## config.mk

```make
export PLATFORM = sky130hd
export DESIGN_NAME = unicycle_kinematic_step_top
export DESIGN_NICKNAME = d
export VERILOG_FILES = /design/src/rtl/core/ukstep_pkg.sv /design/src/rtl/core/ukstep_front.sv /design/src/rtl/core/ukstep_queue.sv /design/src/rtl/core/ukstep_back.sv /design/src/rtl/core/unicycle_kinematic_step_top.sv
export SDC_FILE = /design/constraint.sdc
export NUM_CORES = 2
export LEC_CHECK = 0
export BUFFER_PORTS_ARGS = -buffer_cell sky130_fd_sc_hd__buf_2
export CAP_MARGIN = 20
export CORE_MARGIN = 2
export CORE_UTILIZATION = 58
export DETAILED_ROUTE_END_ITERATION = 10
export PLACE_DENSITY = 0.82
export SLEW_MARGIN = 10
export SYNTH_ARGS = -nofsm -noshare
export SYNTH_HDL_FRONTEND = slang
export SYNTH_HIERARCHICAL = 1
export SYNTH_SLANG_ARGS = --single-unit
```

## constraint.sdc

```tcl
create_clock -name clk -period 9.78 [get_ports clk]
set_input_delay 1.956 -clock clk [delete_from_list [all_inputs] [get_ports clk]]
set_output_delay 1.956 -clock clk [all_outputs]
set_load 0.02 [all_outputs]
```

## src/rtl/core/ukstep_pkg.sv

```systemverilog
// ----------------------------------------------------------------------------
// ukstep_pkg
// Shared types, register indexes and constants of the unicycle step block.
// ----------------------------------------------------------------------------
package ukstep_pkg;

    typedef logic [1:0] cmd_t;

    localparam cmd_t CMD_STEP    = 2'd0;
    localparam cmd_t CMD_STOP    = 2'd1;
    localparam cmd_t CMD_RESTART = 2'd2;

    localparam logic [2:0] REG_MAX_VEL   = 3'd0;
    localparam logic [2:0] REG_MAX_YAW   = 3'd1;
    localparam logic [2:0] REG_MIN_RAD   = 3'd2;
    localparam logic [2:0] REG_START_X   = 3'd3;
    localparam logic [2:0] REG_START_Y   = 3'd4;
    localparam logic [2:0] REG_START_HD  = 3'd5;

    // quarter-wave sine polynomial, Q16
    localparam logic [16:0] SIN_A = 17'd102944;
    localparam logic [15:0] SIN_B = 16'd42047;
    localparam logic [12:0] SIN_C = 13'd4640;
    localparam logic [19:0] TWO_PI_Q16 = 20'd411775;

    localparam logic [16:0] THR_ONE   = 17'd16384;
    localparam logic signed [15:0] THR_TENTH = 16'sd1638;

    typedef struct packed {
        logic [19:0] vel_full;
        logic [15:0] max_yaw_rate;
        logic [19:0] radius_min;
        logic [31:0] start_x;
        logic [31:0] start_y;
        logic [15:0] heading_home;
    } cfg_t;

    typedef struct packed {
        cmd_t               cmd;
        logic [15:0]        dt;
        logic signed [15:0] thr;
        logic signed [17:0] yaw;
        logic [17:0]        ayaw;
        logic               lim_fail;
        logic               rad_need;
    } item_t;

    typedef struct packed {
        logic [31:0]        pos_x;
        logic [31:0]        pos_y;
        logic [15:0]        heading;
        logic signed [20:0] speed;
        logic               rejected;
    } res_t;

endpackage

```

## src/rtl/core/ukstep_front.sv

```systemverilog
// ----------------------------------------------------------------------------
// ukstep_front
// Takes requests off the input stream, decodes them and runs the limit checks.
// ----------------------------------------------------------------------------
module ukstep_front
(
    input  logic               s_axis_tvalid,
    output logic               s_axis_tready,
    input  logic [55:0]        s_axis_tdata,
    input  logic [1:0]         s_axis_tuser,
    input  ukstep_pkg::cfg_t   cfg,
    input  logic               q_full,
    output logic               q_push,
    output ukstep_pkg::item_t  q_item
);
    import ukstep_pkg::*;

    logic signed [15:0] thr;
    logic signed [17:0] yaw;
    logic [16:0]        athr;
    logic [17:0]        ayaw;

    always_comb
    begin
        thr  = s_axis_tdata[31:16];
        yaw  = s_axis_tdata[49:32];
        athr = thr[15] ? (17'd0 - {thr[15], thr}) : {1'b0, thr};
        ayaw = yaw[17] ? (18'd0 - yaw) : yaw;

        q_item.cmd      = s_axis_tuser;
        q_item.dt       = s_axis_tdata[15:0];
        q_item.thr      = thr;
        q_item.yaw      = yaw;
        q_item.ayaw     = ayaw;
        q_item.lim_fail = (athr > THR_ONE) || (ayaw > {2'b0, cfg.max_yaw_rate});
        // radius test only for real forward throttle with some turn
        q_item.rad_need = (thr > THR_TENTH) && (ayaw != 18'd0);
    end

    assign s_axis_tready = !q_full;
    assign q_push        = s_axis_tvalid && !q_full;

endmodule

```

## src/rtl/core/ukstep_queue.sv

```systemverilog
// ----------------------------------------------------------------------------
// ukstep_queue
// Two-entry request queue between the decode front and the step sequencer.
// ----------------------------------------------------------------------------
module ukstep_queue
(
    input  logic               clk,
    input  logic               rst_n,
    input  logic               push,
    input  ukstep_pkg::item_t  item_in,
    output logic               full,
    input  logic               pop,
    output ukstep_pkg::item_t  item_out,
    output logic               empty
);
    import ukstep_pkg::*;

    item_t      mem_reg [2];
    logic       wr_ptr_reg;
    logic       rd_ptr_reg;
    logic [1:0] count_reg;

    always_ff @(posedge clk or negedge rst_n)
    begin
        if (!rst_n)
        begin
            wr_ptr_reg <= 1'b0;
            rd_ptr_reg <= 1'b0;
            count_reg  <= 2'd0;
        end
        else
        begin
            if (push)
                wr_ptr_reg <= !wr_ptr_reg;
            if (pop)
                rd_ptr_reg <= !rd_ptr_reg;
            if (push && !pop)
                count_reg <= count_reg + 2'd1;
            else if (pop && !push)
                count_reg <= count_reg - 2'd1;
        end
    end

    always_ff @(posedge clk)
    begin
        if (push)
            mem_reg[wr_ptr_reg] <= item_in;
    end

    assign item_out = mem_reg[rd_ptr_reg];
    assign full     = count_reg[1];
    assign empty    = (count_reg == 2'd0);

endmodule

```

## src/rtl/core/ukstep_back.sv

```systemverilog
// ----------------------------------------------------------------------------
// ukstep_back
// Step sequencer: one shared multiplier runs radius test, heading, speed,
// sine/cosine and the position update, then a result register feeds the output.
// ----------------------------------------------------------------------------
module ukstep_back
(
    input  logic               clk,
    input  logic               rst_n,
    input  ukstep_pkg::cfg_t   cfg,
    input  logic               q_empty,
    input  ukstep_pkg::item_t  q_item,
    output logic               q_pop,
    output logic               m_axis_tvalid,
    input  logic               m_axis_tready,
    output ukstep_pkg::res_t   res
);
    import ukstep_pkg::*;

    localparam logic [3:0] ST_IDLE = 4'd0;
    localparam logic [3:0] ST_R1   = 4'd1;
    localparam logic [3:0] ST_R2   = 4'd2;
    localparam logic [3:0] ST_H    = 4'd3;
    localparam logic [3:0] ST_V    = 4'd4;
    localparam logic [3:0] ST_TA   = 4'd5;
    localparam logic [3:0] ST_TB   = 4'd6;
    localparam logic [3:0] ST_TC   = 4'd7;
    localparam logic [3:0] ST_TD   = 4'd8;
    localparam logic [3:0] ST_TE   = 4'd9;
    localparam logic [3:0] ST_TF   = 4'd10;
    localparam logic [3:0] ST_TG   = 4'd11;
    localparam logic [3:0] ST_OUT  = 4'd12;

    logic [3:0]         state_reg, state_next;
    item_t              cur_reg;
    logic signed [15:0] thr_reg;
    logic [31:0]        x_reg, y_reg;
    logic [15:0]        hd_reg;
    logic signed [20:0] spd_reg;
    logic signed [57:0] prod_reg;
    logic [14:0]        z_reg, z2_reg;
    logic               neg_reg, ph_reg, rej_reg;
    logic               ov_reg;
    res_t               res_reg;

    logic signed [36:0] ma;
    logic signed [20:0] mb;
    logic signed [57:0] mp;

    logic               rad_fail, ok;
    logic signed [17:0] yaw_eff;
    logic [15:0]        angle;
    logic [14:0]        z_n;
    logic [15:0]        t1;
    logic [16:0]        t2;
    logic [15:0]        s_mag;
    logic signed [16:0] cs;
    logic signed [57:0] rnd14, rnd16, rnd22;
    logic               out_free;

    always_comb
    begin
        rad_fail = cur_reg.rad_need &&
                   (spd_reg[20] || ({5'b0, spd_reg[19:0], 32'b0} < prod_reg[56:0]));
        ok       = !cur_reg.lim_fail && !rad_fail;
        yaw_eff  = ok ? cur_reg.yaw : 18'sd0;

        angle = ph_reg ? hd_reg : (hd_reg + 16'd16384);
        z_n   = angle[14] ? (15'd16384 - {1'b0, angle[13:0]}) : {1'b0, angle[13:0]};
        t1    = SIN_B - {3'b0, prod_reg[26:14]};
        t2    = SIN_A - {1'b0, prod_reg[29:14]};
        s_mag = prod_reg[31:16];
        cs    = neg_reg ? -$signed({1'b0, s_mag}) : $signed({1'b0, s_mag});

        // truncation toward zero: bias negative values before the shift
        rnd14 = prod_reg + (prod_reg[57] ? 58'sd16383 : 58'sd0);
        rnd16 = prod_reg + (prod_reg[57] ? 58'sd65535 : 58'sd0);
        rnd22 = prod_reg + (prod_reg[57] ? 58'sd4194303 : 58'sd0);

        ma = 37'sd0;
        mb = 21'sd0;
        case (state_reg)
            ST_R1:
            begin
                ma = $signed({17'b0, cfg.radius_min});
                mb = $signed({3'b0, cur_reg.ayaw});
            end
            ST_R2:
            begin
                ma = $signed({1'b0, prod_reg[35:0]});
                mb = $signed({1'b0, TWO_PI_Q16});
            end
            ST_H:
            begin
                ma = {{19{yaw_eff[17]}}, yaw_eff};
                mb = $signed({5'b0, cur_reg.dt});
            end
            ST_V:
            begin
                ma = {{21{thr_reg[15]}}, thr_reg};
                mb = $signed({1'b0, cfg.vel_full});
            end
            ST_TA:
            begin
                ma = $signed({22'b0, z_n});
                mb = $signed({6'b0, z_n});
            end
            ST_TB:
            begin
                ma = $signed({22'b0, prod_reg[28:14]});
                mb = $signed({8'b0, SIN_C});
            end
            ST_TC:
            begin
                ma = $signed({21'b0, t1});
                mb = $signed({6'b0, z2_reg});
            end
            ST_TD:
            begin
                ma = $signed({20'b0, t2});
                mb = $signed({6'b0, z_reg});
            end
            ST_TE:
            begin
                ma = {{16{spd_reg[20]}}, spd_reg};
                mb = {{4{cs[16]}}, cs};
            end
            ST_TF:
            begin
                ma = prod_reg[36:0];
                mb = $signed({5'b0, cur_reg.dt});
            end
            default:
            begin
                ma = 37'sd0;
                mb = 21'sd0;
            end
        endcase
        mp = ma * mb;
    end

    assign out_free = !ov_reg || m_axis_tready;
    assign q_pop    = (state_reg == ST_IDLE) && !q_empty;

    always_comb
    begin
        state_next = state_reg;
        case (state_reg)
            ST_IDLE:
            begin
                if (!q_empty)
                    state_next = (q_item.cmd == CMD_STEP) ? ST_R1 : ST_OUT;
            end
            ST_R1:   state_next = ST_R2;
            ST_R2:   state_next = ST_H;
            ST_H:    state_next = ST_V;
            ST_V:    state_next = ST_TA;
            ST_TA:   state_next = ST_TB;
            ST_TB:   state_next = ST_TC;
            ST_TC:   state_next = ST_TD;
            ST_TD:   state_next = ST_TE;
            ST_TE:   state_next = ST_TF;
            ST_TF:   state_next = ST_TG;
            ST_TG:   state_next = ph_reg ? ST_OUT : ST_TA;
            ST_OUT:
            begin
                if (out_free)
                    state_next = ST_IDLE;
            end
            default: state_next = ST_IDLE;
        endcase
    end

    always_ff @(posedge clk or negedge rst_n)
    begin
        if (!rst_n)
        begin
            state_reg <= ST_IDLE;
            x_reg     <= 32'd0;
            y_reg     <= 32'd0;
            hd_reg    <= 16'd0;
            spd_reg   <= 21'sd0;
            ov_reg    <= 1'b0;
        end
        else
        begin
            state_reg <= state_next;
            if (state_reg == ST_IDLE && !q_empty)
            begin
                case (q_item.cmd)
                    CMD_STOP:
                        spd_reg <= 21'sd0;
                    CMD_RESTART:
                    begin
                        x_reg   <= cfg.start_x;
                        y_reg   <= cfg.start_y;
                        hd_reg  <= cfg.heading_home;
                        spd_reg <= 21'sd0;
                    end
                    default: ;
                endcase
            end
            if (state_reg == ST_V)
                hd_reg <= hd_reg + rnd16[31:16];
            if (state_reg == ST_TA && !ph_reg)
                spd_reg <= rnd14[34:14];
            if (state_reg == ST_TG)
            begin
                if (ph_reg)
                    y_reg <= y_reg + rnd22[53:22];
                else
                    x_reg <= x_reg + rnd22[53:22];
            end
            if (state_reg == ST_OUT && out_free)
                ov_reg <= 1'b1;
            else if (m_axis_tready)
                ov_reg <= 1'b0;
        end
    end

    always_ff @(posedge clk)
    begin
        prod_reg <= mp;
        if (state_reg == ST_IDLE && !q_empty)
        begin
            cur_reg <= q_item;
            rej_reg <= 1'b0;
        end
        if (state_reg == ST_H)
        begin
            thr_reg <= ok ? cur_reg.thr : 16'sd0;
            rej_reg <= !ok;
        end
        if (state_reg == ST_V)
            ph_reg <= 1'b0;
        if (state_reg == ST_TA)
        begin
            z_reg   <= z_n;
            neg_reg <= angle[15];
        end
        if (state_reg == ST_TB)
            z2_reg <= prod_reg[28:14];
        if (state_reg == ST_TG)
            ph_reg <= 1'b1;
        if (state_reg == ST_OUT && out_free)
        begin
            res_reg.pos_x    <= x_reg;
            res_reg.pos_y    <= y_reg;
            res_reg.heading  <= hd_reg;
            res_reg.speed    <= spd_reg;
            res_reg.rejected <= rej_reg;
        end
    end

    assign m_axis_tvalid = ov_reg;
    assign res           = res_reg;

endmodule

```

## src/rtl/core/unicycle_kinematic_step_top.sv

```systemverilog
// ----------------------------------------------------------------------------
// unicycle_kinematic_step_top
// Fixed-point unicycle dead reckoning: limit checks, heading, speed and pose.
// ----------------------------------------------------------------------------
// usage
//   s_axis carries one request: tuser = command (step, stop, restart),
//   tdata = dt, throttle, yaw rate. m_axis returns one result per request:
//   tdata = x, y, heading, speed; tuser = rejected flag.
//   cfg_we/cfg_addr/cfg_data write the six setup registers; write them only
//   while no request is in flight.
//   a request is written into the two-entry queue, and the sequencer
//   takes it from there while idle. a step runs through the single shared
//   multiplier (radius test, heading, speed, cosine and sine pass), then
//   its result goes to the result register; stop, restart and the unused
//   code go straight to it. the sequencer handles one request at a time.
//   the result register holds a finished result while the receiver stalls;
//   the queue keeps taking requests until it is full, then tready drops.
//   reset puts the pose at the reset start values, speed at zero and both
//   channels empty.
// ----------------------------------------------------------------------------
module unicycle_kinematic_step_top
(
    input  logic         clk,
    input  logic         rst_n,
    input  logic         s_axis_tvalid,
    output logic         s_axis_tready,
    input  logic [55:0]  s_axis_tdata,   // time_step, throttle, yaw_request
    input  logic [1:0]   s_axis_tuser,   // command
    output logic         m_axis_tvalid,
    input  logic         m_axis_tready,
    output logic [103:0] m_axis_tdata,   // pos_x, pos_y, heading_out, speed_out
    output logic         m_axis_tuser,   // rejected
    input  logic         cfg_we,
    input  logic [2:0]   cfg_addr,
    input  logic [31:0]  cfg_data
);
    import ukstep_pkg::*;

    cfg_t  cfg_reg;
    item_t f_item, q_head;
    res_t  res;
    logic  q_push, q_full, q_pop, q_empty;

    always_ff @(posedge clk or negedge rst_n)
    begin
        if (!rst_n)
        begin
            cfg_reg.vel_full      <= 20'd25600;
            cfg_reg.max_yaw_rate  <= 16'd16384;
            cfg_reg.radius_min    <= 20'd5120;
            cfg_reg.start_x       <= 32'd0;
            cfg_reg.start_y       <= 32'd0;
            cfg_reg.heading_home  <= 16'd0;
        end
        else if (cfg_we)
        begin
            case (cfg_addr)
                REG_MAX_VEL:  cfg_reg.vel_full     <= cfg_data[19:0];
                REG_MAX_YAW:  cfg_reg.max_yaw_rate <= cfg_data[15:0];
                REG_MIN_RAD:  cfg_reg.radius_min   <= cfg_data[19:0];
                REG_START_X:  cfg_reg.start_x      <= cfg_data;
                REG_START_Y:  cfg_reg.start_y      <= cfg_data;
                REG_START_HD: cfg_reg.heading_home <= cfg_data[15:0];
                default: ;
            endcase
        end
    end

    ukstep_front u_front
    (
        .s_axis_tvalid (s_axis_tvalid),
        .s_axis_tready (s_axis_tready),
        .s_axis_tdata  (s_axis_tdata),
        .s_axis_tuser  (s_axis_tuser),
        .cfg           (cfg_reg),
        .q_full        (q_full),
        .q_push        (q_push),
        .q_item        (f_item)
    );

    ukstep_queue u_queue
    (
        .clk      (clk),
        .rst_n    (rst_n),
        .push     (q_push),
        .item_in  (f_item),
        .full     (q_full),
        .pop      (q_pop),
        .item_out (q_head),
        .empty    (q_empty)
    );

    ukstep_back u_back
    (
        .clk           (clk),
        .rst_n         (rst_n),
        .cfg           (cfg_reg),
        .q_empty       (q_empty),
        .q_item        (q_head),
        .q_pop         (q_pop),
        .m_axis_tvalid (m_axis_tvalid),
        .m_axis_tready (m_axis_tready),
        .res           (res)
    );

    assign m_axis_tdata = {3'b0, res.speed, res.heading, res.pos_y, res.pos_x};
    assign m_axis_tuser = res.rejected;

    a_rej_zero_speed: assert property (@(posedge clk) disable iff (!rst_n)
        (m_axis_tvalid && m_axis_tuser) |-> (res.speed == 21'sd0))
        else $error("rejected step reports nonzero speed");

    a_no_overflow: assert property (@(posedge clk) disable iff (!rst_n)
        q_push |-> !q_full)
        else $error("request queue written while full");

    a_no_underflow: assert property (@(posedge clk) disable iff (!rst_n)
        q_pop |-> !q_empty)
        else $error("request queue read while empty");

endmodule
```

After elaboration in Yosys (flattened, before gate mapping)
Memories as Yosys holds them, arrays and structs flattened. Index checks and enable logic that the tools add are counted.

Memories: 1. Output and inout port bits: 107. Logic and storage cells: 159. Register bits after elaboration: 525. RAM bits: 144.

Memory list: u_queue.mem_reg (words 2, width 72, rd ports 1, clocked after memory_dff 0, write ports 1, line ukstep_queue.sv:18) `item_t mem_reg [2];`.

Reduce and logical (&&, ||, !) cells: 46. Magnitude comparators: 4. Mux-type cells: 38. $mul: 1. Eq/ne operators: 21. Add/subtract/negate cells: 15.

Operator list (count): 37-bit case mux with 10 select lines (1); 32-bit 2-to-1 mux (8); 21-bit case mux with 9 select lines (1); 32-bit adder (3); 16-bit 2-to-1 mux (5); 21-bit 2-to-1 mux (3); 37-bit by 21-bit multiplier with 58-bit output (1); 52-bit by 57-bit less-than comparator with 1-bit output (1); 54-bit by 23-bit adder with 54-bit output (1); 4-bit case mux with 13 select lines (1); 18-bit 2-to-1 mux (2); 35-bit by 15-bit adder with 35-bit output (1); 17-bit 2-to-1 mux (2); 22-bit 2-to-1 mux (1); 4-bit == test (second input constant) (5); 18-bit by 16-bit greater-than comparator with 1-bit output (1); 2-bit AND reduction (9); 18-bit nonzero test (1); 1-bit by 18-bit subtractor with 18-bit output (first input constant) (1); 17-bit by 15-bit greater-than comparator with 1-bit output (second input constant) (1); 16-bit negation with 17-bit output (1); 1-bit by 16-bit subtractor with 17-bit output (first input constant) (1); 17-bit by 16-bit subtractor with 17-bit output (first input constant) (1); 16-bit by 15-bit adder with 16-bit output (second input constant) (1); 29 further kinds (72).

Longest topological paths before layout
Depth in word-level cells: 8. Depth in mapped cells: 40. Gate-level depth less buffers: 37.

Cells and area by module
The synthesis kept the hierarchy.

Modules (own cells, without submodules): ukstep_back (seq. area each 10440.0 µm², cells each 5195, area each 47789.6 µm², times used 1); ukstep_queue (seq. area each 4424.2 µm², cells each 239, area each 5725.5 µm², times used 1); unicycle_kinematic_step_top (seq. area each 3410.8 µm², cells each 296, area each 5131.2 µm², times used 1); ukstep_front (seq. area each 0.0 µm², cells each 265, area each 1783.0 µm², times used 1).

Worst setup path after synthesis
OpenSTA, ideal clock, no wires.

Kind: input to register. Start: input port m_axis_tready. End: register u_back.res_reg (netlist bit u_back/res[0]), enable pin. Stages: 2. Arrival time: 9.497 ns. Setup time: 0.709 ns. Setup slack: -0.426 ns. Cells stage by stage: nand2b_1 -> nor3b_1.

Longest elaborated chain between the ends: 2.

RTL lines: from (decl) (line unicycle_kinematic_step_top.sv:30) `input logic m_axis_tready,`; 1-bit logical OR (line ukstep_back.sv:142) `assign out_free = !ov_reg || m_axis_tready;`; 1-bit logical AND (line ukstep_back.sv:245) `if (state_reg == ST_OUT && out_free)`; to (decl) (line ukstep_back.sv:44) `res_t res_reg;`.

Every way passes these cells. A chain may end at the register's enable or synchronous reset.

Final worst setup path
Start: register u_back.prod_reg[17]. End: register u_back.prod_reg[57].

Longest elaborated chain between the ends: 8.

RTL lines: from (decl) (line ukstep_back.sv:40) `logic signed [57:0] prod_reg;`; from (signal assigned) (line ukstep_back.sv:223) `prod_reg <= mp;`; 52-bit by 57-bit less-than comparator with 1-bit output (line ukstep_back.sv:64) `(spd_reg[20] || ({5'b0, spd_reg[19:0], 32'b0} < prod_reg[56:0]));`; 1-bit logical OR (line ukstep_back.sv:64); 1-bit logical AND (line ukstep_back.sv:63) `rad_fail = cur_reg.rad_need &&`; 1-bit logical NOT (line ukstep_back.sv:65) `ok = !cur_reg.lim_fail && !rad_fail;`; 1-bit logical AND (line ukstep_back.sv:65); 18-bit 2-to-1 mux (line ukstep_back.sv:66) `yaw_eff = ok ? cur_reg.yaw : 18'sd0;`; 37-bit case mux with 10 select lines (line ukstep_back.sv:82) `case (state_reg)`; 37-bit by 21-bit multiplier with 58-bit output (*) (line ukstep_back.sv:139) `mp = ma * mb;`; via u_back.mp[57] (line ukstep_back.sv:48) `logic signed [57:0] mp;`.

Mark *: on every way through the listed nets, which the timed path passes. The rest lies on a longest branch.

==> flow_summary_export.csv <==
group,metric,value,unit
synth,synth_fa_ha_area_frac,0.3138,
layout,final_cell_mix,"977 x inv_1, 886 x nand2_1, 760 x fa_1",
floorplanning,rows,118,
sta,fmax,102.9,MHz
layout,syn_to_final_growth,14.84,%
synth,postSynthCellCount,5995,
synth,synth_compound_area_frac,0.08601,
synth,seq_area_frac_synth,0.3024,
synth,ys_seq_elements,669,
detailed_routing,drc_errors,0,
layout,nets,7658,
layout,drive_gt1_frac,0.1890,
synth,ys_types,106,
detailed_routing,drt_pass1_iterations,7,
layout,n_fill_cell,7616,
sta,skew,22.61,ps
detailed_routing,wl_per_cell,24.39,um
synth,synth-main-ff-cell,"edfxtp_1",
placement,io_buffer_count,195,
synth,synth_warnings,6,
sta,slew_headroom,0.2870,
sta,whs,485.2,ps
setup_path,arrival,10280,ps
layout,largest_register_ffs,144,
synth,yosys.area_share.simple,0.1274,
sta,drv_slew,0,
floorplanning,die_h,326.8,um
synth,synth_top_family_by_area,"adder cells",
sta,layout_setup_ws,58.27,ps
floorplanning,fp.dieArea,0.1068,sq mm
clock_tree,cts_hold_buffers,0,
run,maxCapViolCount,0,
setup_path,slowest_delay,580,ps
detailed_routing,avgViaCountPerCell,6.007,
placement,dp_hpwl,148500,um
clock_tree,cts_max_path_buffers,3,
sta,rsz0062_at_grt,"yes",
setup_path,critPathKind,"reg2reg",
clock_tree,cts.clk_slew.worst_paths,70,ps
run_status,outcome,"finished clean",
detailed_routing,ant_nets,0,
global_routing,grt_pass1_vias,49220,
clock_tree,clk_latency,670,ps
sta,fin_crit,9722,ps
detailed_routing,vias,47720,
setup_path,cp_common_cell,"fa_1",
setup_path,setup.worst_path.start_class,"flop",
synth,synth_edf_count,364,
floorplanning,num_io_pins,205,
synth,synthMuxAreaShare,0.04472,
setup_path,critPathRequiredTime,10340,ps
placement,place_ws,-309.9,ps
layout,instances_no_fill,7943,
min_path,hold_class,"reg2reg",
clock_tree,cts_made_buffers,61,
global_routing,grt_usage,0.3650,
synth,synth_area,0.06043,sq mm
clock_tree,clkSinkCount,669,
floorplanning,initial_core_util,0.5839,
setup_path,end_kind,"flop",
clock_tree,cts_tree,"done",
placement,post-place-cells,7798,
setup_path,cp_slowest_cell,"fa_1",
detailed_routing,first_iter_violations,5691,
floorplanning,die-width,326.8,um
global_routing,grt_pass1_wl,293400,um
sta,finalHoldViolations,0,
sta,finalSetupTns,0,ps
clock_tree,root_buffer,"clkbuf_16",
placement,gp_congestion,0.9917,
sta,final-setup-viol-count,0,
global_routing,grt_overflow,0,
synth,synth_xor_xnor_area_share,0.03654,
sta,worstMarginPinSlew,1068,ps
global_routing,antenna_found_initial,9,
synth,synthArstFlopShare,0.3677,
clock_tree,htree_levels,2,
floorplanning,core-area,0.1035,sq mm
sta,period_share,0.9940,
layout,layout_commonest_cell,"inv_1",
setup_path,crit_fanout,13,
detailed_routing,totalWireLength,193800,um
global_routing,grt_max_degree,118,
synth,avgSynthCellArea,10.08,sq um
-- area by class of cell --
type / instances / area (sq um) / share of cell area
Antenna cell: 7 / 17.52 / 0.0002524
Clock buffer: 75 / 1640 / 0.02364
Clock inverter: 40 / 430.4 / 0.006202
Inverter: 981 / 3682 / 0.05306
Multi-Input combinational cell: 4032 / 37380 / 0.5387
Sequential cell: 669 / 18280 / 0.2634
Tap cell: 1380 / 1727 / 0.02488
Timing Repair Buffer: 759 / 6238 / 0.08990
-- final timing paths --
| check | to | depth (start not counted) | slack [ps] | start |
|---|---|---|---|---|
| max in group asynchronous | cfg_reg[37] | 2 | 6860 | rst_n |
| min reg2reg | cfg_reg[21] | 1 | 490 | cfg_reg[21] |
| max | u_back/prod_reg[57] | 35 | 60 | u_back/prod_reg[17] |
| min | cfg_reg[21] | 1 | 490 | cfg_reg[21] |
| max reg2reg | u_back/prod_reg[57] | 35 | 60 | u_back/prod_reg[17] |
| min in group asynchronous | u_queue/count_reg[0] | 1 | 1370 | rst_n |
-- synthesized netlist by cell type, types with 132 or more instances --
master	n	area, sq um
mux2_2	135	1520
xnor2_1	161	1410
ha_1	290	3628
fa_1	766	15330
edfxtp_1	364	10930
dfrtp_1	240	6006
nor2_1	368	1381
a21oi_1	212	1061
clkbuf_1	153	574.3
o21ai_0	132	660.6
nand2_1	891	3344
inv_1	980	3679
-- cell families (layout without fill, tap and decap cells) --
group,count (synthesis),in the layout
other,1,10
and+or+nand+nor,1732,1732
buffers and inverters,1296,1855
DFF,669,669
xor gates and xnor gates,249,249
AOI/OAI and AO/OA,774,774
adders and majority gates,1056,1056
muxes,218,218
-- per-stage QoR --
stage / cell area [sq um] / util
2_1_floorplan: 60440 / -
3_3_place_gp: 66560 / 0.6431
3_5_place_dp: 66560 / 0.6431
4_1_cts: 68690 / 0.6637
5_1_grt: 69380 / 0.6703
6_report: 69390 / 0.6705
-- routing by layer --
metal / wire (um) / share of wire / up-vias / GRT usage
li1: - / - / 20370 / -
met1: 72640 / 0.37 / 23760 / 0.4830
met2: 88060 / 0.45 / 2914 / 0.5678
met3: 21340 / 0.11 / 665 / 0.08507
met4: 11670 / 0.060 / 6 / 0.1829
met5: 46 / 0.00024 / - / 0
-- critical path, delay by kind of cell (launching register included) --
kind            cells  cell delay, ps
fa+ha+maj           9            4120
xor+xnor            1             230
simple gates       10            2510
compound gates      6            1300
flops               1             330
buf+inv             9            1130
-- timing repair --
action	4_1_cts	5_1_grt
setup endpoints to repair	6	15
gates resized for setup	12	109
gates cloned	0	1
pin swaps	2	57
hold endpoints to repair	0	0
setup buffers	0	22
Power is not shown: default switching activity piles up to over one toggle a cycle in this logic, so the estimate is an artifact.
